`src/hw/rtl/cave_automaton_step_defines.svh`:
```
// ---------------------------------------------------------------------------
// cave automaton step assertion macros
// shared assertion forms, clocked on clk and disabled while rst is high
// ---------------------------------------------------------------------------
`ifndef CAVE_AUTOMATON_STEP_DEFINES_SVH
`define CAVE_AUTOMATON_STEP_DEFINES_SVH

// same-cycle implication
`define CAVE_ASSERT_NOW(lbl, ante, cons, msg) \
  lbl: assert property (@(posedge clk) disable iff (rst) (ante) |-> (cons)) \
    else $error(msg);

// next-cycle implication
`define CAVE_ASSERT_NEXT(lbl, ante, cons, msg) \
  lbl: assert property (@(posedge clk) disable iff (rst) (ante) |=> (cons)) \
    else $error(msg);

`endif

```
`src/hw/rtl/cave_pkg.sv`:
```
// ---------------------------------------------------------------------------
// cave automaton package
// widths, register codes, word types and the line mask function
// ---------------------------------------------------------------------------
`default_nettype none

package cave_pkg;

  localparam int LINE_CELLS_MAX = 64;
  localparam int LINE_W         = LINE_CELLS_MAX;
  localparam int LEN_W          = 7;
  localparam int LIMIT_W        = 4;
  localparam int COUNT_W        = 4;
  localparam int CFG_IDX_W      = 2;
  localparam int CFG_DATA_W     = 7;
  localparam int HELD_W         = 2;

  localparam int FIFO_DEPTH = 4;
  localparam int FIFO_PTR_W = $clog2(FIFO_DEPTH);
  localparam int FIFO_LVL_W = $clog2(FIFO_DEPTH + 1);

  localparam logic [LIMIT_W-1:0] DIE_BELOW_RST      = LIMIT_W'(3);
  localparam logic [LIMIT_W-1:0] GROW_ABOVE_RST     = LIMIT_W'(4);
  localparam logic [LEN_W-1:0]   CELLS_PER_LINE_RST = LEN_W'(64);

  typedef enum logic [CFG_IDX_W-1:0] {
    REG_DIE_BELOW      = 2'd0,
    REG_GROW_ABOVE     = 2'd1,
    REG_CELLS_PER_LINE = 2'd2
  } cfg_reg_t;

  typedef struct packed {
    logic [LIMIT_W-1:0] die_below;
    logic [LIMIT_W-1:0] grow_above;
  } cave_limits_t;

  typedef struct packed {
    logic [LINE_W-1:0] next_line_cells;
    logic              end_of_grid;
  } cave_word_t;

  typedef struct packed {
    logic push0;
    logic push1;
  } cave_push_t;

  typedef struct packed {
    logic [FIFO_LVL_W-1:0] level;
  } cave_fifo_status_t;

  // cells at or beyond the line length read as wall; lengths above the line
  // width simply select every cell
  function automatic logic [LINE_W-1:0] line_mask(input logic [LEN_W-1:0] n);
    logic [LINE_W-1:0] m;
    for (int k = 0; k < LINE_W; k++) begin
      m[k] = (32'(n) > k);
    end
    return m;
  endfunction

endpackage

`default_nettype wire

```
`src/hw/rtl/cave_ifs.sv`:
```
// ---------------------------------------------------------------------------
// cave automaton channel interfaces
// valid/ready channels for input lines, result lines and register writes
// ---------------------------------------------------------------------------
`default_nettype none

interface cave_in_if;
  import cave_pkg::*;
  logic              valid;
  logic              ready;
  logic [LINE_W-1:0] line_cells;
  logic              final_line;
  modport source (output valid, output line_cells, output final_line, input ready);
  modport sink   (input valid, input line_cells, input final_line, output ready);
endinterface

interface cave_out_if;
  import cave_pkg::*;
  logic              valid;
  logic              ready;
  logic [LINE_W-1:0] next_line_cells;
  logic              end_of_grid;
  modport source (output valid, output next_line_cells, output end_of_grid, input ready);
  modport sink   (input valid, input next_line_cells, input end_of_grid, output ready);
endinterface

interface cave_cfg_if;
  import cave_pkg::*;
  logic                  valid;
  logic                  ready;
  logic [CFG_IDX_W-1:0]  index;
  logic [CFG_DATA_W-1:0] data;
  modport source (output valid, output index, output data, input ready);
  modport sink   (input valid, input index, input data, output ready);
endinterface

`default_nettype wire

```
`src/hw/rtl/cave_automaton_step.sv`:
```
// ---------------------------------------------------------------------------
// cave automaton step
// one generation of a binary cave automaton over a 3x3 neighbourhood
// ---------------------------------------------------------------------------
// Grid lines arrive one word per line on line_in (bit k is cell k, 1 floor,
// 0 wall) and the next generation leaves on result_out, one word per line,
// each line emitted once the line below it has arrived. The word marked
// final_line flushes two words, the second with end_of_grid set; a grid of a
// single line gives one word. The block takes one line per cycle while
// line_in is ready: two banks of 64 cell lanes evaluate the line above
// and the current line in the cycle the word is taken, and their results
// drop into a four-word output queue. line_in is ready while that queue
// holds at most two words, so with the consumer always ready a grid
// streams in with no stall and its results drain at one word per cycle,
// the final line giving one extra word. The queue decouples the two sides
// until it holds three words. Registers (die_below, grow_above,
// cells_per_line) are written on cfg and should change only between grids.
// ---------------------------------------------------------------------------
`default_nettype none

`include "cave_automaton_step_defines.svh"

module cave_automaton_step (
  input  logic       clk,
  input  logic       rst,
  cave_in_if.sink    line_in,
  cave_out_if.source result_out,
  cave_cfg_if.sink   cfg
);
  import cave_pkg::*;

  // configuration registers
  logic [LIMIT_W-1:0] die_below;
  logic [LIMIT_W-1:0] grow_above;
  logic [LEN_W-1:0]   cells_per_line;
  cave_limits_t       limits;
  logic [LINE_W-1:0]  mask;

  // line buffer state
  logic [LINE_W-1:0]  line_above;
  logic [LINE_W-1:0]  line_middle;
  logic [HELD_W-1:0]  lines_held;

  logic               in_acc;
  logic [LINE_W-1:0]  cur;
  logic [LINE_W-1:0]  res_mid;   // next gen of the middle line
  logic [LINE_W-1:0]  res_cur;   // next gen of the incoming line, last row
  cave_push_t         push;
  cave_word_t         word0;
  cave_word_t         word1;
  cave_word_t         out_word;
  cave_fifo_status_t  fifo_status;

  // register writes, always taken
  assign cfg.ready = 1'b1;

  always_ff @(posedge clk) begin
    if (rst) begin
      die_below      <= DIE_BELOW_RST;
      grow_above     <= GROW_ABOVE_RST;
      cells_per_line <= CELLS_PER_LINE_RST;
    end else if (cfg.valid) begin
      unique case (cfg_reg_t'(cfg.index))
        REG_DIE_BELOW:      die_below      <= cfg.data[LIMIT_W-1:0];
        REG_GROW_ABOVE:     grow_above     <= cfg.data[LIMIT_W-1:0];
        REG_CELLS_PER_LINE: cells_per_line <= cfg.data[LEN_W-1:0];
        default: ;  // unmapped index, write dropped
      endcase
    end
  end

  assign limits.die_below  = die_below;
  assign limits.grow_above = grow_above;
  assign mask = line_mask(cells_per_line);

  // input side: room for the two words a final line may produce
  assign line_in.ready = (fifo_status.level <= FIFO_LVL_W'(FIFO_DEPTH - 2));
  assign in_acc = line_in.valid && line_in.ready;
  assign cur    = line_in.line_cells & mask;

  // middle line with the incoming line below it
  cave_line_unit u_unit_mid (
    .up     (line_above),
    .mid    (line_middle),
    .down   (cur),
    .limits (limits),
    .mask   (mask),
    .result (res_mid)
  );

  // incoming line as the bottom row; middle is all wall when nothing is held
  cave_line_unit u_unit_cur (
    .up     (line_middle),
    .mid    (cur),
    .down   ('0),
    .limits (limits),
    .mask   (mask),
    .result (res_cur)
  );

  // word selection: a first line that is also final gives only its own row
  always_comb begin
    push.push0 = in_acc && ((lines_held != '0) || line_in.final_line);
    push.push1 = in_acc && (lines_held != '0) && line_in.final_line;
    word1.next_line_cells = res_cur;
    word1.end_of_grid     = 1'b1;
    if (lines_held != '0) begin
      word0.next_line_cells = res_mid;
      word0.end_of_grid     = 1'b0;
    end else begin
      word0 = word1;
    end
  end

  // line buffer update
  always_ff @(posedge clk) begin
    if (rst) begin
      line_above  <= '0;
      line_middle <= '0;
      lines_held  <= '0;
    end else if (in_acc) begin
      if (line_in.final_line) begin
        line_above  <= '0;
        line_middle <= '0;
        lines_held  <= '0;
      end else begin
        line_above  <= line_middle;
        line_middle <= cur;
        lines_held  <= (lines_held == '0) ? HELD_W'(1) : HELD_W'(2);
      end
    end
  end

  cave_result_fifo u_fifo (
    .clk       (clk),
    .rst       (rst),
    .push      (push),
    .word0     (word0),
    .word1     (word1),
    .out_valid (result_out.valid),
    .out_ready (result_out.ready),
    .out_word  (out_word),
    .status    (fifo_status)
  );

  assign result_out.next_line_cells = out_word.next_line_cells;
  assign result_out.end_of_grid     = out_word.end_of_grid;

  // checks
  `CAVE_ASSERT_NOW(a_level_max, 1'b1, fifo_status.level <= FIFO_LVL_W'(FIFO_DEPTH), "result queue overflow")
  `CAVE_ASSERT_NOW(a_empty_clear, lines_held == '0, line_middle == '0 && line_above == '0, "line buffer not clear while empty")
  `CAVE_ASSERT_NEXT(a_final_flush, in_acc && line_in.final_line, lines_held == '0, "final line did not flush state")
  `CAVE_ASSERT_NEXT(a_hold_line, in_acc && !line_in.final_line, lines_held != '0, "line not held after accept")

endmodule

`default_nettype wire

```
`src/hw/rtl/cave_cell_lane.sv`:
```
// ---------------------------------------------------------------------------
// cave cell lane
// neighbour count and survive/birth rule for one cell
// ---------------------------------------------------------------------------
`default_nettype none

module cave_cell_lane (
  input  logic [7:0]           nbrs,
  input  logic                 self_floor,
  input  cave_pkg::cave_limits_t limits,
  output logic                 cell_next
);
  import cave_pkg::*;

  logic [COUNT_W-1:0] cnt;

  always_comb begin
    cnt = '0;
    for (int i = 0; i < 8; i++) begin
      cnt = cnt + COUNT_W'(nbrs[i]);
    end
  end

  always_comb begin
    if (self_floor) begin
      cell_next = !(cnt < limits.die_below);
    end else begin
      cell_next = (cnt > limits.grow_above);
    end
  end

endmodule

`default_nettype wire

```
`src/hw/rtl/cave_line_unit.sv`:
```
// ---------------------------------------------------------------------------
// cave line unit
// one lane per cell across a line, merged and masked to the line length
// ---------------------------------------------------------------------------
`default_nettype none

module cave_line_unit (
  input  logic [cave_pkg::LINE_W-1:0] up,
  input  logic [cave_pkg::LINE_W-1:0] mid,
  input  logic [cave_pkg::LINE_W-1:0] down,
  input  cave_pkg::cave_limits_t      limits,
  input  logic [cave_pkg::LINE_W-1:0] mask,
  output logic [cave_pkg::LINE_W-1:0] result
);
  import cave_pkg::*;

  // one wall cell of padding on each side of every line
  logic [LINE_W+1:0] up_pad;
  logic [LINE_W+1:0] mid_pad;
  logic [LINE_W+1:0] down_pad;
  logic [LINE_W-1:0] lane_bits;

  assign up_pad   = {1'b0, up, 1'b0};
  assign mid_pad  = {1'b0, mid, 1'b0};
  assign down_pad = {1'b0, down, 1'b0};

  for (genvar k = 0; k < LINE_W; k++) begin : g_lane
    cave_cell_lane u_lane (
      .nbrs       ({up_pad[k+2:k], mid_pad[k+2], mid_pad[k], down_pad[k+2:k]}),
      .self_floor (mid[k]),
      .limits     (limits),
      .cell_next  (lane_bits[k])
    );
  end

  assign result = lane_bits & mask;

endmodule

`default_nettype wire

```
`src/hw/rtl/cave_result_fifo.sv`:
```
// ---------------------------------------------------------------------------
// cave result fifo
// small output queue taking up to two words per cycle, giving one
// ---------------------------------------------------------------------------
`default_nettype none

module cave_result_fifo (
  input  logic                         clk,
  input  logic                         rst,
  input  cave_pkg::cave_push_t         push,
  input  cave_pkg::cave_word_t         word0,
  input  cave_pkg::cave_word_t         word1,
  output logic                         out_valid,
  input  logic                         out_ready,
  output cave_pkg::cave_word_t         out_word,
  output cave_pkg::cave_fifo_status_t  status
);
  import cave_pkg::*;

  cave_word_t            mem [FIFO_DEPTH];
  logic [FIFO_PTR_W-1:0] wr_ptr;
  logic [FIFO_PTR_W-1:0] rd_ptr;
  logic [FIFO_LVL_W-1:0] level;
  logic [FIFO_LVL_W-1:0] n_push;
  logic                  pop;

  assign pop       = out_valid && out_ready;
  assign out_valid = (level != '0);
  assign out_word  = mem[rd_ptr];
  assign n_push    = FIFO_LVL_W'(push.push0) + FIFO_LVL_W'(push.push1);
  assign status.level = level;

  always_ff @(posedge clk) begin
    if (push.push0) begin
      mem[wr_ptr] <= word0;
    end
    if (push.push1) begin
      mem[wr_ptr + FIFO_PTR_W'(1)] <= word1;
    end
  end

  always_ff @(posedge clk) begin
    if (rst) begin
      wr_ptr <= '0;
      rd_ptr <= '0;
      level  <= '0;
    end else begin
      wr_ptr <= wr_ptr + FIFO_PTR_W'(n_push);
      if (pop) begin
        rd_ptr <= rd_ptr + FIFO_PTR_W'(1);
      end
      level <= level + n_push - FIFO_LVL_W'(pop);
    end
  end

endmodule

`default_nettype wire

```
`src/flat_wrapper.sv`:
```
// flat-port wrapper written by rule: the top's interface ports become plain ports
module cave_automaton_step_flat import cave_pkg::*;
  (clk, rst, line_in_valid, line_in_line_cells, line_in_final_line, line_in_ready, result_out_valid, result_out_next_line_cells, result_out_end_of_grid, result_out_ready, cfg_valid, cfg_index, cfg_data, cfg_ready);
  cave_in_if line_in_i ();
  cave_out_if result_out_i ();
  cave_cfg_if cfg_i ();
  input  logic clk;
  input  logic rst;
  input wire logic [$bits(line_in_i.valid)-1:0] line_in_valid;
  input wire logic [$bits(line_in_i.line_cells)-1:0] line_in_line_cells;
  input wire logic [$bits(line_in_i.final_line)-1:0] line_in_final_line;
  output wire logic [$bits(line_in_i.ready)-1:0] line_in_ready;
  output wire logic [$bits(result_out_i.valid)-1:0] result_out_valid;
  output wire logic [$bits(result_out_i.next_line_cells)-1:0] result_out_next_line_cells;
  output wire logic [$bits(result_out_i.end_of_grid)-1:0] result_out_end_of_grid;
  input wire logic [$bits(result_out_i.ready)-1:0] result_out_ready;
  input wire logic [$bits(cfg_i.valid)-1:0] cfg_valid;
  input wire logic [$bits(cfg_i.index)-1:0] cfg_index;
  input wire logic [$bits(cfg_i.data)-1:0] cfg_data;
  output wire logic [$bits(cfg_i.ready)-1:0] cfg_ready;
  assign line_in_i.valid = line_in_valid;
  assign line_in_i.line_cells = line_in_line_cells;
  assign line_in_i.final_line = line_in_final_line;
  assign line_in_ready = line_in_i.ready;
  assign result_out_valid = result_out_i.valid;
  assign result_out_next_line_cells = result_out_i.next_line_cells;
  assign result_out_end_of_grid = result_out_i.end_of_grid;
  assign result_out_i.ready = result_out_ready;
  assign cfg_i.valid = cfg_valid;
  assign cfg_i.index = cfg_index;
  assign cfg_i.data = cfg_data;
  assign cfg_ready = cfg_i.ready;
  cave_automaton_step u_core (.clk(clk), .rst(rst), .line_in(line_in_i), .result_out(result_out_i), .cfg(cfg_i));
endmodule
```
`config.mk`:
```
export PLATFORM = sky130hd
export DESIGN_NAME = cave_automaton_step_flat
export DESIGN_NICKNAME = d
export VERILOG_FILES = /design/src/hw/rtl/cave_pkg.sv /design/src/hw/rtl/cave_ifs.sv /design/src/hw/rtl/cave_automaton_step.sv /design/src/hw/rtl/cave_cell_lane.sv /design/src/hw/rtl/cave_line_unit.sv /design/src/hw/rtl/cave_result_fifo.sv /design/src/flat_wrapper.sv
export VERILOG_INCLUDE_DIRS = /design/src /design/src/hw/rtl
export SDC_FILE = /design/constraint.sdc
export NUM_CORES = 2
export LEC_CHECK = 0
export ABC_AREA = 1
export BUFFER_PORTS_ARGS = -buffer_cell sky130_fd_sc_hd__buf_2
export CAP_MARGIN = 20
export CORE_MARGIN = 2
export CORE_UTILIZATION = 33
export CTS_CLUSTER_DIAMETER = 80
export DETAILED_ROUTE_END_ITERATION = 8
export PLACE_DENSITY = 0.48
export SLEW_MARGIN = 20
export SYNTH_ARGS = -nofsm -noshare
export SYNTH_HDL_FRONTEND = slang
export SYNTH_SLANG_ARGS = --single-unit
```
`constraint.sdc`:
```
create_clock -name clk -period 7.55 [get_ports clk]
set_input_delay 0.755 -clock clk [delete_from_list [all_inputs] [get_ports clk]]
set_output_delay 0.755 -clock clk [all_outputs]
set_load 0.01 [all_outputs]
```
==> results.py <==
metrics = {
    "run_status": {
        "outcome": "completed",
    },
    "global_route": {
        "grt_start_max_net_pins": 87,
        "grt_pass1_wl_mm": 306,
        "grt_pass1_vias": 48400,
        "antenna_found_initial": 17,
        "grt_usage": 0.231,
        "grt_overflow": 0,
    },
    "clock_tree": {
        "htreeDepth": 2,
        "cts_resized": 0,
        "cts_buffers": 59,
        "cts_setup_buffers": 0,
        "tritoncts": "built",
        "clk_pin_slew_ns": 0.06,
        "cts_buffer_depth": 3,
        "clock_latency_ns": 0.70,
        "cts-hold-fix-buffers": 0,
        "numClockSinks": 414,
        "clockRootBuffer": "clkbuf_16",
    },
    "logic_synthesis": {
        "synth-seq-cells": 414,
        "syn_avg_cell_area_sq_um": 7.44,
        "syn_inst": 7594,
        "syn_area_sq_um": 56500,
        "syn_nets": 9136,
        "synth_flop_cell": "edfxtp_1",
        "synth_seq_area_share": 0.192,
        "ys_warn_count": 0,
        "synth_cell_types": 37,
        "synth_edf_count": 256,
        "synthArstFlopShare": 0,
    },
    "setup_path": {
        "crit_family": "adder cells",
        "worstPathMaxFanout": 17,
        "crit_arrival_ns": 6.73,
        "cp-start-kind": "register",
        "slowest_stage": "nor2_1",
        "crit_chain": "inv_2 > nand2_1 > nor2_1 > a21oi_1 > buf_4 > nor2_1 > ha_1 > fa_1 > inv_1 > fa_1 > inv_1 > fa_1 > inv_1 > fa_1 > inv_1 > ha_1 > a21boi_0 > o21bai_1 > nand3_1 > nand3_1 > nand2_1 > nand2_1 > nand2_1",
        "critPathBufInv": 6,
        "worst-path-stages": 23,
        "end_kind": "register",
        "critical_path_required_ns": 7.96,
        "critPathKind": "register to register",
        "r2r.worst_path.cells": 23,
        "cpPeakStageDelay_ns": 0.66,
    },
    "floorplanning": {
        "num_rows": 151,
        "ios": 147,
        "fp.dieH_microns": 418,
        "dieWidth_microns": 418,
        "core_sq_um": 170000,
        "initial_utilization": 0.333,
        "die-area_sq_um": 174000,
    },
    "power_and_ir_drop": {
        "ir_drop_mv": 0.226,
        "switching_power_mw": 5.25,
        "power_frac_seq": 0.246,
        "leakagePower_nw": 33.0,
        "netSwitchingFraction": 0.459,
        "clock_power_share": 0.260,
        "finalPower_mw": 11.4,
        "p_int_mw": 6.19,
        "power_density_nw_per_um2": 185,
        "combPwrFrac": 0.494,
    },
    "detailed_routing": {
        "via_per_inst": 4.95,
        "ant_nets": 0,
        "drt_wl_total_mm": 202,
        "wl_per_cell_microns": 20.3,
        "drtIter0Drc": 3062,
        "vias": 49200,
        "drc_errors": 0,
        "first_pass_iters": 6,
    },
    "cells_and_area": {
        "drive_gt1_frac": 0.0471,
        "syn_to_final_growth_pct": 9.60,
        "fin_area_sq_um": 61900,
        "fin_nets": 9214,
    },
    "timing": {
        "clock_skew_ns": 0.0365,
        "max_freq_ghz": 0.158,
        "drv_slew": 0,
        "relSlewSlack": 0.242,
        "setup_viol": 0,
        "hold_viol": 0,
        "period_minus_slack_ns": 6.31,
        "post-route-period-util": 0.836,
        "tns_ns": 0,
        "rsz0062_at_grt": "false",
        "worst_pin_slew_ns": 1.13,
    },
    "run": {
        "drv_cap": 0,
    },
    "hold_path": {
        "hold_class": "input pin to register",
        "holdPathStages": 3,
    },
    "place": {
        "portBuffers": 145,
        "hpwl_mm": 142,
        "globalplace.congestion": 0.869,
        "dpl-instance-area_sq_um": 59900,
    },
}
==> tightest hold or removal path: stages <==
cell and delay, ns:
buf_2 0.16, nand2_1 0.07, o211ai_1 0.07
==> power by group through the flow <==
| stage | logic, mW | registers [mW] | clock network (mW) |
|---|---|---|---|
| final | 5.65 | 2.82 | 2.97 |
| after global routing | 6.50 | 2.84 | 3.11 |
| after detailed placement | 5.66 | 2.87 | 0 |
| after floorplan | 3.74 | 2.79 | 0 |
| after CTS | 5.69 | 2.82 | 3.05 |
| after global placement | 5.53 | 2.86 | 0 |
==> Yosys cell counts (6+ instances only) <==
cell	n	area share
a21boi_0	57	0.0076
a21oi_1	379	0.034
a22oi_1	26	0.0035
and2_1	9	0.0010
and3_1	15	0.0017
buf_1	21	0.0014
buf_2	59	0.0052
clkbuf_1	113	0.0075
dfxtp_1	158	0.056
edfxtp_1	256	0.14
fa_1	375	0.13
ha_1	1088	0.24
inv_1	1523	0.10
inv_2	12	0.00080
nand2_1	2024	0.13
nand3_1	474	0.042
nand3b_1	15	0.0020
nand4_1	75	0.0083
nor2_1	363	0.024
nor2_2	8	0.00089
nor3_1	7	0.00062
o21ai_0	294	0.026
o21ai_1	7	0.00062
o21bai_1	80	0.011
o22ai_1	67	0.0074
xnor2_1	64	0.0099
xor2_1	6	0.00093
==> metrics by stage <==
step / hold slack, ns / util / setup slack [ns] / std cells
after floorplan: 0.435 / - / 1.21 / 7594
after global placement: 0.441 / 0.353 / 1.30 / 9828
after detailed placement: 0.458 / 0.353 / 1.27 / 9828
after CTS: 0.362 / 0.365 / 1.23 / 9940
after global routing: 0.380 / 0.365 / 0.826 / 9942
final: 0.398 / 0.365 / 1.24 / 9945
==> area by class of cell <==
class / instances / area [sq um]
Inverter: 1536 / 5800
Tap cell: 2218 / 2780
Clock inverter: 37 / 409
Sequential cell: 414 / 10900
Timing Repair Buffer: 213 / 1310
Antenna cell: 4 / 10.0
Multi-Input combinational cell: 5448 / 39200
Clock buffer: 75 / 1600
Fill cell: 17700 / 108000
==> cell families after synthesis <==
| family | Yosys count | share of synthesized area |
|---|---|---|
| compound gates | 919 | 0.0906 |
| flops | 414 | 0.192 |
| buf+inv | 1732 | 0.117 |
| simple gates | 2995 | 0.216 |
| other cells | 1 | 0.0000664 |
| xor+xnor | 70 | 0.0109 |
| fa+ha+maj | 1463 | 0.374 |
==> sequential cells by signal, indices dropped and copies added, names as in the netlist, named ones only <==
| name | cells |
|---|---|
| u_core.u_fifo.rd_ptr | 2 |
| u_core.cells_per_line | 7 |
| u_core.u_fifo.wr_ptr | 2 |
| u_core.u_fifo.mem | 260 |
| u_core.grow_above | 4 |
| u_core.die_below | 4 |
| u_core.line_middle | 64 |
| u_core.line_above | 64 |
| u_core.lines_held | 2 |
| u_core.u_fifo.status | 3 |
==> metal layers <==
metal,vias up,track usage,part of all wire
li1,24400,-,-
met1,23500,0.308,0.46
met2,1072,0.399,0.48
met3,261,0.0205,0.041
met4,4,0.0594,0.027
met5,-,0,0.00013
==> layout by cell type (no fill, tap or decap), types with 61 or more instances in the layout <==
cell type  count
nand2_1     2022
edfxtp_1     256
buf_4         63
o22ai_1       67
inv_1       1516
o21bai_1      80
o21ai_0      289
dfxtp_1      153
ha_1        1088
nand3_1      474
fa_1         375
nor2_1       357
xnor2_1       64
clkbuf_16     61
a21oi_1      379
buf_2        144
nand4_1       75
==> final timing paths <==
path	start	endpoint	slack (ns)
max	u_core.cells_per_line[6]$_SDFFE_PP1P_	u_core.u_fifo.mem[2][35]$_DFFE_PP_	1.24
min	cfg_data[0]	u_core.die_below[0]$_SDFFE_PP1P_	0.40
max reg2reg	u_core.cells_per_line[6]$_SDFFE_PP1P_	u_core.u_fifo.mem[2][35]$_DFFE_PP_	1.24
min reg2reg	u_core.u_fifo.rd_ptr[1]$_SDFFE_PP0P_	register	0.47
No activity file was read; power rests on OpenSTA's default activity.
